[src/hdl/bir_blend.sv]
// Bilinear blend of four neighbors with rounding, two register stages.
module bir_blend #(
	parameter int CH = 4
) (
	input  logic clk,
	input  logic arst_n,
	input  logic in_vld,
	input  logic [4*8*CH-1:0] pix,
	input  logic [3:0] fx,
	input  logic [3:0] fy,
	output logic out_vld,
	output logic [8*CH-1:0] res
);
	logic [8:0] w00, w10, w01, w11;
	logic [8:0] w_s1 [4];
	logic [4*8*CH-1:0] pix_s1;
	logic v_s1;
	logic [17:0] acc [CH];

	always_comb begin
		w00 = 9'((5'd16 - {1'b0, fx}) * (5'd16 - {1'b0, fy}));
		w10 = 9'({1'b0, fx} * (5'd16 - {1'b0, fy}));
		w01 = 9'((5'd16 - {1'b0, fx}) * {1'b0, fy});
		w11 = 9'(fx * fy);
	end

	always_ff @(posedge clk or negedge arst_n) begin
		if (!arst_n) begin
			v_s1 <= 1'b0;
			out_vld <= 1'b0;
		end else begin
			v_s1 <= in_vld;
			out_vld <= v_s1;
		end
	end

	always_ff @(posedge clk) begin
		w_s1[0] <= w00;
		w_s1[1] <= w10;
		w_s1[2] <= w01;
		w_s1[3] <= w11;
		pix_s1 <= pix;
	end

	always_comb begin
		for (int c = 0; c < CH; c++) begin
			acc[c] = 18'(w_s1[0] * pix_s1[8*c +: 8])
				+ 18'(w_s1[1] * pix_s1[8*CH + 8*c +: 8])
				+ 18'(w_s1[2] * pix_s1[16*CH + 8*c +: 8])
				+ 18'(w_s1[3] * pix_s1[24*CH + 8*c +: 8]) + 18'd128;
		end
	end

	always_ff @(posedge clk) begin
		for (int c = 0; c < CH; c++) begin
			res[8*c +: 8] <= acc[c][15:8];
		end
	end
endmodule

[config.mk]
export PLATFORM = sky130hd
export DESIGN_NAME = bir_blend
export DESIGN_NICKNAME = d
export VERILOG_FILES = /design/src/hdl/bir_blend.sv
export SDC_FILE = /design/constraint.sdc
export NUM_CORES = 2
export LEC_CHECK = 0
export BUFFER_PORTS_ARGS = -buffer_cell sky130_fd_sc_hd__buf_2
export CAP_MARGIN = 0
export CORE_MARGIN = 5
export CORE_UTILIZATION = 45
export DETAILED_ROUTE_END_ITERATION = 8
export GPL_ROUTABILITY_DRIVEN = 0
export PLACE_DENSITY = 0.69
export SLEW_MARGIN = 20
export SYNTH_ARGS = -nofsm -noshare
export SYNTH_HDL_FRONTEND = slang
export SYNTH_SLANG_ARGS = --single-unit
[constraint.sdc]
create_clock -name clk -period 14.95 [get_ports clk]
set_input_delay 2.99 -clock clk [delete_from_list [all_inputs] [get_ports clk]]
set_output_delay 2.99 -clock clk [all_outputs]
set_load 0.01 [all_outputs]
Word-level counts from Yosys, hierarchy flattened
Memories as Yosys holds them, arrays and structs flattened.
Cells that the tools add are included.
Word-level totals
  memories: 1
  bits of input ports: 139
  memory bits (writable): 36
  word-level logic and storage cells: 43
  bits in registers: 162
  output and inout bits: 33
Operators by class
  multiply operators: 20
  add/sub/neg operators: 18
Memory list
  w_s1: words 4, width 9, read ports 4, clocked after Yosys merged registers in 0, wr ports 4, RTL line 15  | logic [8:0] w_s1 [4];
Operators by type and width (count)
  $mul 9x8->16: 16
  $add 16x16->16: 12
  $add 16x8->16 const B: 4
  $sub 5x4->6 const A: 2
  $mul 5x6->9: 1
  $mul 6x5->9: 1
  $mul 6x6->9: 1
  $mul 4x4->8: 1

Logic depth before layout (Yosys ltp)
An unclocked memory read counts as a cell.
  depth in word-level cells: 6
  mapped depth: 25
  mapped depth without buffers: 24

Worst setup path before layout
No wires, ideal clock.
  path type: register -> register
  from: memory w_s1[0][0]
  to: register res[13]
  required time: 14.878 ns
  period minus slack after synthesis: 6.412 ns
  library setup time: 0.072 ns
  path buffers: 3
  cell stages (with the launch flop): 23
  arrival time: 6.340 ns
  slack: 8.538 ns
  cells stage by stage: dfxtp_1 buf_6 clkbuf_1 clkbuf_1 and2_1 fa_1 inv_1 fa_1 fa_1 fa_1 inv_1 fa_1 fa_1 fa_1 inv_1 fa_1 inv_1 ha_1 a21o_1 a221o_1 a211o_1 a21oi_2 xnor2_1
RTL lines
  start, declared: RTL line 15
  end signal, assigned by index: RTL line 56  | res[8*c +: 8] <= acc[c][15:8];
  end, declared: RTL line 12  | output logic [8*CH-1:0] res

==> results.md <==
- Initial antenna violation count: 11
- WL per Instance: around 18 um
- Mapped Avg Cell Area: 9.520 um^2
- # clock sinks: 194
- Slew headroom: 39.60%
- Worst hold-check path type: flip-flop to flip-flop
- Mapped cell area: 43,450 um^2
- # H-tree levels: 4
- Compound-cell area share of the yosys netlist: 1.397%
- Synth Instances: 4,564
- Routed vias: 28,870
- DRT iter0 DRCs: around 1,500
- Clock insertion delay at the later pin of the skew report: 550 ps
- CP endpoint kind: flip-flop
- Setup Fix Bufs, Post-CTS: 0
- CTS max path bufs: 2
- Worst slew pin tran: 904.8 ps
- Ys flop type: dfxtp_1
- Critical Path AT: about 8000 ps
- DRC viols: 0
- Area share of fa/ha/maj cells after synthesis: approximately three fifths
- Num rows: ~110
- Die Width: 320.7 um
- Setup TNS: 0 ps
- Largest net degree at the start of global routing: 83
- Most common cell after layout, fill and taps aside: inv_1
- Final hold vios: 0
- Final nets: 6,281
- WS Path Type: flip-flop to flip-flop
- I/O Pins: 172
- Die Y: 320.7 um
- First-pass detailed-route iteration total: 5
- DP HPWL: 84,860 um
- Commonest cells after routing, fill and taps aside: inv_1 (1,281), fa_1 (953), and2_1 (748), ha_1 (541), nand2_1 (436)
- Number of synthesized flops with an enable pin: 0
- Sequential share of the synthesized area: 8.962%
- Worst hold endpoint: out_vld
- Post-DRT Antenna Nets: 0
- Max Fanout on Critical Path: 82
- Critical Path Source Type: flip-flop
- CTS tree: done
- # hold bufs at CTS: 0
- Number of fillers in the final layout: about 9,000
- IO buf count: roughly 170
- Simple-gate area share of the yosys netlist: 15.19%
- Yosys warnings: 0
- Total Routing Usage GR: 21.70%
- FF+latch count, synth: 194
- Max Cap Viol: 0
- Core area: 96,280 um^2
- Distinct cell type count after synthesis: 43
- Mux share of post-synthesis cell area: 0%
- Reg-to-reg slack, setup: 7480 ps
- Vias in the first global route: 32,410
- FF-to-FF Start: w_s1[0][0]
- Syn_nets: 6,197
- Root Driver: clkbuf_16
- Number of buffers created by CTS: 17
- Period utilization: approximately half
- Area delta synth->final: 6.459%
- Global-route wire length before repair: 173,500 um
- Worst hold path depth: 0
- Min Tclk post-route: 7474 ps
- Setup Skew: 24.15 ps
- Hold_sp: v_s1
- Unrepaired setup endpoints after global routing: no
- Post-Route WL: 105,300 um
- XOR/XNOR share of the synthesized area: 2.681%
- Post_cts resized: 0
- GR Overflow Total: 0
- Fmax: 0.1338 GHz
- Initial Utilization: 45.13%
- Worst Path Required: 15,410 ps
- Status: complete, no violations
- Die area: ~100,000 um^2
- Layout cells sized above 1: 5.235%
- Vias per cell: approximately 5
- Max-slew violation count: 0
- Setup violations, final: 0
- Largest family of logic cells by synthesized area: adder cells
- Reg2reg end: res[29]
- Clock transition at path regs: 90 ps
- Asr flop ratio synth: 1.031%
- FF-to-FF path depth: 21
## worst max-delay path, stage by stage (launching register included)
cell and delay [ps]:
dfxtp_4 710, buf_4 790, and2_1 260, fa_1 440
fa_1 430, fa_1 540, inv_1 40, fa_1 480
inv_1 50, fa_1 490, fa_1 460, fa_1 510
inv_1 50, fa_1 470, inv_1 40, ha_1 300
or2_1 230, a21oi_1 190, or2b_2 180, a21oi_1 70
or3_4 390, o311ai_1 220
## layer usage
layer	wire, um	track usage, %	vias to the layer above
met4	2979	6.329	2
met5	13	0	-
met3	6449	3.912	140
met2	53630	38.24	702
met1	42240	27.42	14840
li1	-	-	13180
## final cells by class
class	instances	area (um^2)	share of cell area [%]
tap	1276	1597	3.452
clock inverter	14	197.7	0.4274
multi-input combinational	2951	34220	73.98
inverter	1281	4808	10.40
antenna	1	2.502	0.005410
clock buffer	18	439.2	0.9494
timing repair buffer	203	1096	2.370
sequential	194	3897	8.426
## cells in the mapped netlist (all sizes together) (3+ instances only)
library cell / number / area, um^2
inv: 1281 / 4808
fa: 953 / 19080
and2: 749 / 4687
ha: 541 / 6769
nand2: 436 / 1637
dfxtp: 192 / 3844
clkbuf: 134 / 503.0
xnor2: 112 / 980.9
a21oi: 40 / 211.5
a21o: 21 / 158.9
xor2: 21 / 183.9
nor2: 13 / 48.80
and3: 9 / 57.56
o21ai: 6 / 30.02
o21bai: 6 / 45.04
nand3: 5 / 25.02
buf: 4 / 26.27
a211o: 3 / 26.28
a21boi: 3 / 22.52
a221o: 3 / 30.03
nand2b: 3 / 18.77
nand4: 3 / 18.77
nand4b: 3 / 26.28
nor3: 3 / 15.01
nor3b: 3 / 22.52
o221ai: 3 / 26.28
o31ai: 3 / 22.52
## worst max path at each step
| stage | cells after the start | slack [ps] | from | endpoint |
|---|---|---|---|---|
| 2_1_floorplan | 22 | 8540 | w_s1[0][0] | res[13] |
| 3_3_place_gp | 21 | 7570 | w_s1[0][0] | res[29] |
| 3_5_place_dp | 21 | 7470 | w_s1[0][0] | res[29] |
| 4_1_cts | 21 | 7460 | w_s1[0][0] | res[29] |
| 5_1_grt | 21 | 7120 | w_s1[0][0] | res[29] |
| 6_report | 21 | 7480 | w_s1[0][0] | res[29] |
## logic make-up after synthesis
kind of cell,after synthesis
fa+ha+maj,1494
buf+inv,1419
simple gates,1232
flops,194
xor+xnor,133
compound gates,92
## metrics by stage
step | util [%] | area, um^2 | hold slack (ps) | cells | setup slack, ps
4_1_cts | 48.04 | 46250 | 366.3 | 5937 | 7456
5_1_grt | 48.04 | 46250 | 387.4 | 5937 | 7123
3_3_place_gp | 47.38 | 45620 | 343.0 | 5905 | 7565
2_1_floorplan | - | 43450 | 331.2 | 4564 | 8538
6_report | 48.04 | 46260 | 358.1 | 5938 | 7476
3_5_place_dp | 47.38 | 45620 | 347.3 | 5905 | 7473
## sequential cells by signal (all words and copies together), names as in the netlist
name,count
out_vld,1
res,32
pix_s1,128
v_s1,1
w_s1,32
Power is left out: the tool's default activity adds up to more than one toggle a clock period on the data nets, which glitch-free logic cannot reach.
