===== config.mk =====
export PLATFORM = sky130hd
export DESIGN_NAME = bir_map
export DESIGN_NICKNAME = d
export VERILOG_FILES = /design/src/hdl/bir_pkg.sv /design/src/hdl/bir_map.sv
export SDC_FILE = /design/constraint.sdc
export NUM_CORES = 2
export LEC_CHECK = 0
export ABC_AREA = 1
export BUFFER_PORTS_ARGS = -buffer_cell sky130_fd_sc_hd__buf_2
export CAP_MARGIN = 15
export CELL_PAD_IN_SITES_DETAIL_PLACEMENT = 1
export CELL_PAD_IN_SITES_GLOBAL_PLACEMENT = 2
export CORE_MARGIN = 2
export CORE_UTILIZATION = 40
export DETAILED_ROUTE_END_ITERATION = 16
export GPL_TIMING_DRIVEN = 0
export PLACE_DENSITY = 0.9
export SLEW_MARGIN = 10
export SYNTH_ARGS = -nofsm -noshare
export SYNTH_HDL_FRONTEND = slang
export SYNTH_SLANG_ARGS = --single-unit

===== constraint.sdc =====
create_clock -name clk -period 10.25 [get_ports clk]
set_input_delay 0 -clock clk [delete_from_list [all_inputs] [get_ports clk]]
set_output_delay 0 -clock clk [all_outputs]
set_load 0.05 [all_outputs]

===== src/hdl/bir_pkg.sv =====
// Shared types and constants for the bilinear image rotator.
package bir_pkg;
	localparam int unsigned CfgIdxW = 3;
	localparam logic [CfgIdxW-1:0] REG_SRC_W = 3'd0;
	localparam logic [CfgIdxW-1:0] REG_SRC_H = 3'd1;
	localparam logic [CfgIdxW-1:0] REG_OUT_W = 3'd2;
	localparam logic [CfgIdxW-1:0] REG_OUT_H = 3'd3;
	localparam logic [CfgIdxW-1:0] REG_PIV_X = 3'd4;
	localparam logic [CfgIdxW-1:0] REG_PIV_Y = 3'd5;
	localparam logic [CfgIdxW-1:0] REG_SIN = 3'd6;
	localparam logic [CfgIdxW-1:0] REG_COS = 3'd7;
	localparam int unsigned CfgDataW = 18;
	localparam int unsigned SubBits = 4;
	localparam int MaxWidth = 256;
	localparam int MaxHeight = 256;

	typedef struct packed {
		logic [8:0] src_w;
		logic [8:0] src_h;
		logic [8:0] out_w;
		logic [8:0] out_h;
		logic signed [9:0] piv_x;
		logic signed [9:0] piv_y;
		logic signed [17:0] sin_v;
		logic signed [17:0] cos_v;
	} cfg_t;
endpackage


===== src/hdl/bir_map.sv =====
// Rotation front end: maps an output pixel to a source position with sub-pixel fraction.
module bir_map #(
	parameter int FRAC_BITS = 12,
	parameter int XW = 9
) (
	input  logic clk,
	input  logic arst_n,
	input  bir_pkg::cfg_t cfg,
	input  logic in_vld,
	input  logic [7:0] px,
	input  logic [7:0] py,
	output logic out_vld,
	output logic signed [XW+1:0] sx,
	output logic signed [XW+1:0] sy,
	output logic [3:0] fx,
	output logic [3:0] fy
);
	import bir_pkg::*;
	localparam int PW = 28;
	logic v_s1, v_s2;
	logic signed [9:0] dx_s1, dy_s1;
	logic signed [PW-1:0] pxc_s2, pys_s2, pyc_s2, pxs_s2;
	logic signed [PW-1:0] nu, nv, u, v;
	logic signed [PW-1:0] bu, bv;
	logic signed [PW-1:0] ux, vy;

	always_ff @(posedge clk or negedge arst_n) begin
		if (!arst_n) begin
			v_s1 <= 1'b0;
			v_s2 <= 1'b0;
			out_vld <= 1'b0;
		end else begin
			v_s1 <= in_vld;
			v_s2 <= v_s1;
			out_vld <= v_s2;
		end
	end

	always_ff @(posedge clk) begin
		dx_s1 <= $signed({2'b00, cfg.out_w[8:1]}) - $signed({2'b00, px});
		dy_s1 <= $signed({2'b00, cfg.out_h[8:1]}) - $signed({2'b00, py});
		pxc_s2 <= PW'(dx_s1 * cfg.cos_v);
		pys_s2 <= PW'(dy_s1 * cfg.sin_v);
		pyc_s2 <= PW'(dy_s1 * cfg.cos_v);
		pxs_s2 <= PW'(dx_s1 * cfg.sin_v);
	end

	always_comb begin
		nu = -pxc_s2 - pys_s2;
		nv = pxs_s2 - pyc_s2;
		bu = nu + (nu[PW-1] ? PW'((1 << FRAC_BITS) - 1) : PW'(0));
		bv = nv + (nv[PW-1] ? PW'((1 << FRAC_BITS) - 1) : PW'(0));
		u = bu >>> FRAC_BITS;
		v = bv >>> FRAC_BITS;
		ux = u >>> SubBits;
		vy = v >>> SubBits;
	end

	always_ff @(posedge clk) begin
		sx <= (XW+2)'(ux + PW'(cfg.piv_x));
		sy <= (XW+2)'(vy + PW'(cfg.piv_y));
		fx <= u[3:0];
		fy <= v[3:0];
	end
endmodule


Word level (Yosys, flattened, before mapping)
Index checks and enable logic that the tools add are counted.
{ "totals": {"inputBits": 111, "ff_bits": 163, "output_inout_bits": 31, "wordCells": 28} }
{ "classes": {"multipliers": 4, "add_sub_neg": 9, "n_mux": 2} }
{ "op_table": {"columns": ["cell", "count"], "rows": [
  ["$mul 9x18->27", 4],
  ["$sub 28x28->28", 2],
  ["$add 27x13->27", 2],
  ["$neg 28->28", 1],
  ["$mux 12", 2],
  ["$add 11x10->11", 2],
  ["$sub 8x8->9", 2]
]} }

Logic depth before layout (Yosys ltp)
{ "depth": {"depth_word": 5, "mapped_depth": 39, "mapped_depth_nobuf": 37} }

Least setup slack after synthesis
OpenSTA, ideal clock, no wires.
{ "synth_timing": {"path_type": "flip-flop to flip-flop", "startpoint": "reg dx_s1[0]", "endpoint": "reg pxc_s2[25]", "t_arrival_ns": 5.330, "path_buffers": 2, "slack_ns": 4.792, "setup_time_ns": 0.127, "path_stages_with_launch": 21, "required_time_ns": 10.123, "cell_sequence": "dfxtp_1 clkbuf_1 clkbuf_1 nand2_1 fa_1 inv_1 fa_1 fa_1 fa_1 fa_1 ha_1 nand3_1 nand2_1 a21oi_1 o21ai_0 a21oi_1 o21ai_0 a21boi_0 o21ai_0 a21boi_0 xor2_1"} }
{ "synth_via": {"elab_chain_cells": 1} }
{ "synth_lines": {"columns": ["item", "line_no", "rtl"], "rows": [
  ["start: declaration", "bir_map.sv:21", "logic signed [9:0] dx_s1, dy_s1;"],
  ["start signal: assignment", "bir_map.sv:40", "dx_s1 <= $signed({2'b00, cfg.out_w[8:1]}) - $signed({2'b00, px});"],
  ["$mul 9x18->27", "bir_map.sv:42", "pxc_s2 <= PW'(dx_s1 * cfg.cos_v);"],
  ["end signal: assignment", "bir_map.sv:42", null],
  ["end: declaration", "bir_map.sv:22", "logic signed [PW-1:0] pxc_s2, pys_s2, pyc_s2, pxs_s2;"]
]} }
No other way between the ends.

Final worst setup path
{ "layout_timing": {"startpoint": "reg dx_s1[3]", "endpoint": "reg pxc_s2[25]"} }
The elaborated chain is that of the path after synthesis.

==> impl_metrics.json <==
{
  "ctsLongestPathBuffers": 2,
  "sum_of_negative_setup_slack_ns": 0,
  "multiInputGateArea_sq_um": 24600,
  "die_y_um": 289,
  "final_period_minus_worst_setup_slack_ns": 7.40,
  "final_ant_viol_nets": 0,
  "finalCritPeriodShare_pct": 72.2,
  "die_x_um": 289,
  "postCtsResizedCells": 0,
  "worst_pin_slew_ns": 1.19,
  "worst_slew_margin_rel_pct": 20.8,
  "drt_pre_antenna_iters": 7,
  "number_of_synthesized_flops_with_an_enable_pin": 0,
  "floorplan.rows": 104,
  "skew_ns": 0.0263,
  "globalRoute.totalOverflow": 0,
  "yosys_warnings": 0,
  "grt_max_degree": 17,
  "synth_fp_nets": 5286,
  "layout-drive-gt1-share_pct": 3.84,
  "initial_utilization_pct": 40.4,
  "pin_count": 142,
  "async_reset_ff_share_pct": 1.89,
  "core_area_sq_um": 80400,
  "hold_class": "in2reg",
  "clock_tree.root_cell": "clkbuf_16",
  "data_arrival_time_of_the_critical_path_ns": 7.78,
  "synth_top_cell_by_area": "fa_1",
  "post_synth_main_area_contributors": "fa_1, ha_1, nand2_1, inv_1, dfxtp_1",
  "report.final.hold_viol_count": 0,
  "postSynthRegisterBits": 159,
  "max_freq_mhz": 135,
  "postLayoutCoreUtil_pct": 44.3,
  "wl_per_cell_um": 18.9,
  "worstSetupStartpointType": "flop",
  "most_repeated_cell_in_the_gate_level_netlist_after_synthesis": "nand2_1",
  "worst_ep_required_time_ns": 10.63,
  "synthToLayoutAreaGrowth_pct": 9.72,
  "first_pass_grt_wire_length_um": 165000,
  "drt_drc_violations_left": 0,
  "synth_area_per_cell_sq_um": 7.58,
  "initial_antenna_violation_count": 13,
  "synth_area_sq_um": 32500,
  "finalMaxSlewViolations": 0,
  "rsz_0062_raised_after_global_routing": "false",
  "insertion_delay_ns": 0.52,
  "netlist_top_cells_count": "nand2_1, inv_1, fa_1",
  "gp_congestion": 0.915,
  "cts-htree-levels": 4,
  "port-buffer-count": 85,
  "setup.worst_path.end_class": "flop",
  "layout.area.seq_sq_um": 3200,
  "cts_tree": "yes",
  "drt_wl_total_um": 105000,
  "fp.dieArea_sq_um": 83500,
  "synth_top_area_share_pct": 33.1,
  "clock_sinks": 159,
  "tritoncts.num_buffers": 17,
  "critical_path_peak_fanout": 10,
  "post_synth_num_cell_types": 46,
  "track_usage_pct": 26.2,
  "setup_viol": 0,
  "drt-initial-drc-count": 1528,
  "type_of_the_setup_path_with_the_least_slack": "reg2reg",
  "worst_setup_hold_path_clk_slew_ns": 0.08,
  "first_global_vias": 30100,
  "n_fill_cell": 10100,
  "seq_total_area_yosys_pct": 9.84,
  "synth_top_flop_cell": "dfxtp_1",
  "routed-via-count": 27800,
  "place.detailed.hpwl_um": 88600,
  "syn_inst": 4289,
  "pre_cts_ws_ns": 2.96,
  "post_drt_via_cell_ratio": 5.00,
  "max-cap-violations": 0,
  "post_layout_nonfiller_instances": 5551,
  "placedCellCount": 5436,
  "final_stage_net_count": 5469,
  "outcome": "complete, no violations",
  "final.setup.worst_slack_ns": 2.85
}
critical path: stages, from the launching register on:
cell,delay (ns)
dfxtp_1,0.31
clkbuf_1,0.76
clkbuf_1,0.89
nand2_1,0.19
fa_1,0.56
fa_1,0.57
inv_1,0.05
fa_1,0.45
fa_1,0.53
fa_1,0.44
ha_1,0.37
nand3_1,0.09
nand2_1,0.12
a21oi_1,0.12
o21ai_0,0.42
a21oi_1,0.19
o21ai_0,0.31
a21boi_0,0.20
o21ai_0,0.34
a21boi_0,0.19
xor2_1,0.18
placed cells by master, fill, tap and decap left out, types with 5 or more instances in the layout:
master,netlist,final
buf_2,1,86
nor3_1,21,21
ha_1,348,348
clkbuf_1,144,140
xnor2_1,64,64
diode_2,0,6
dlygate4sd3_1,0,77
a21boi_0,8,8
nand3_1,112,112
nand2_2,15,15
clkbuf_16,0,17
a21o_1,12,12
xor2_1,125,125
o21bai_1,16,16
o21ai_1,8,8
fa_1,538,538
dfxtp_1,156,156
inv_1,1086,1086
a21oi_1,171,171
nand4_1,25,25
nand3_2,8,8
and2_1,6,6
a31oi_1,8,8
nor2_2,5,5
inv_6,0,6
inv_2,6,6
nor2_1,153,153
nand2_1,1118,1118
o21ai_0,89,89
state kept, by name, indices dropped and copies added, names as in the netlist:
name and count:
pxc_s2 27, fy 4, pyc_s2 27, pys_s2 27, sx 11, v_s1 1, v_s2 1, dx_s1 9
pxs_s2 27, out_vld 1, fx 4, dy_s1 9, sy 11
logic make-up after synthesis:
kind of cell	Yosys count	synth area share [%]
XOR/XNOR	191	5.19
AO/OA/AOI/OAI	332	5.63
AND/OR/NAND/NOR	1479	18.3
flip-flops	159	9.84
buffers and inverters	1242	14.4
adder cells (fa/ha/maj)	886	46.5
metrics by stage:
stage	instance area, sq um	hold slack [ns]
after floorplan	32500	-0.296
final	35700	0.0424
after CTS	35600	0.00390
after detailed placement	34300	-0.200
after global routing	35600	0.0696
after global placement	34200	-0.205
final timing paths:
check                         start          to  slack, ns  cells after the start
hold / removal              cfg[58]    dy_s1[3]       0.04                      5
hold reg to reg                v_s1        v_s2       0.36                      0
setup / recovery           dx_s1[3]  pxc_s2[25]       2.85                     20
max in group asynchronous    arst_n        v_s1       9.75                      3
min in group asynchronous    arst_n     out_vld       0.36                      3
setup reg to reg           dx_s1[3]  pxc_s2[25]       2.85                     20
timing repair:
item / in CTS / in global routing
hold endpoints to repair: 43 / 0
buffers inserted: 0 / 0
hold buffers: 77 / 0
metal layers:
layer	wire, um	track usage [%]
met1	45000	33.8
met2	47900	42.5
met3	7570	6.08
met4	4310	10.1
met5	81	0
final cells by class:
cell class	instances	share of cell area, %
multi-input cells	2888	69.0
inverters	1093	11.5
flip-flops and latches	159	8.97
well taps	1060	3.72
repair buffers	164	3.44
plain buffers	149	1.67
clock buffers	18	1.23
clock inverters	14	0.411
diodes	6	0.0421
Power is not shown: default switching activity piles up to over one toggle a cycle in this logic, so the estimate is an artifact.
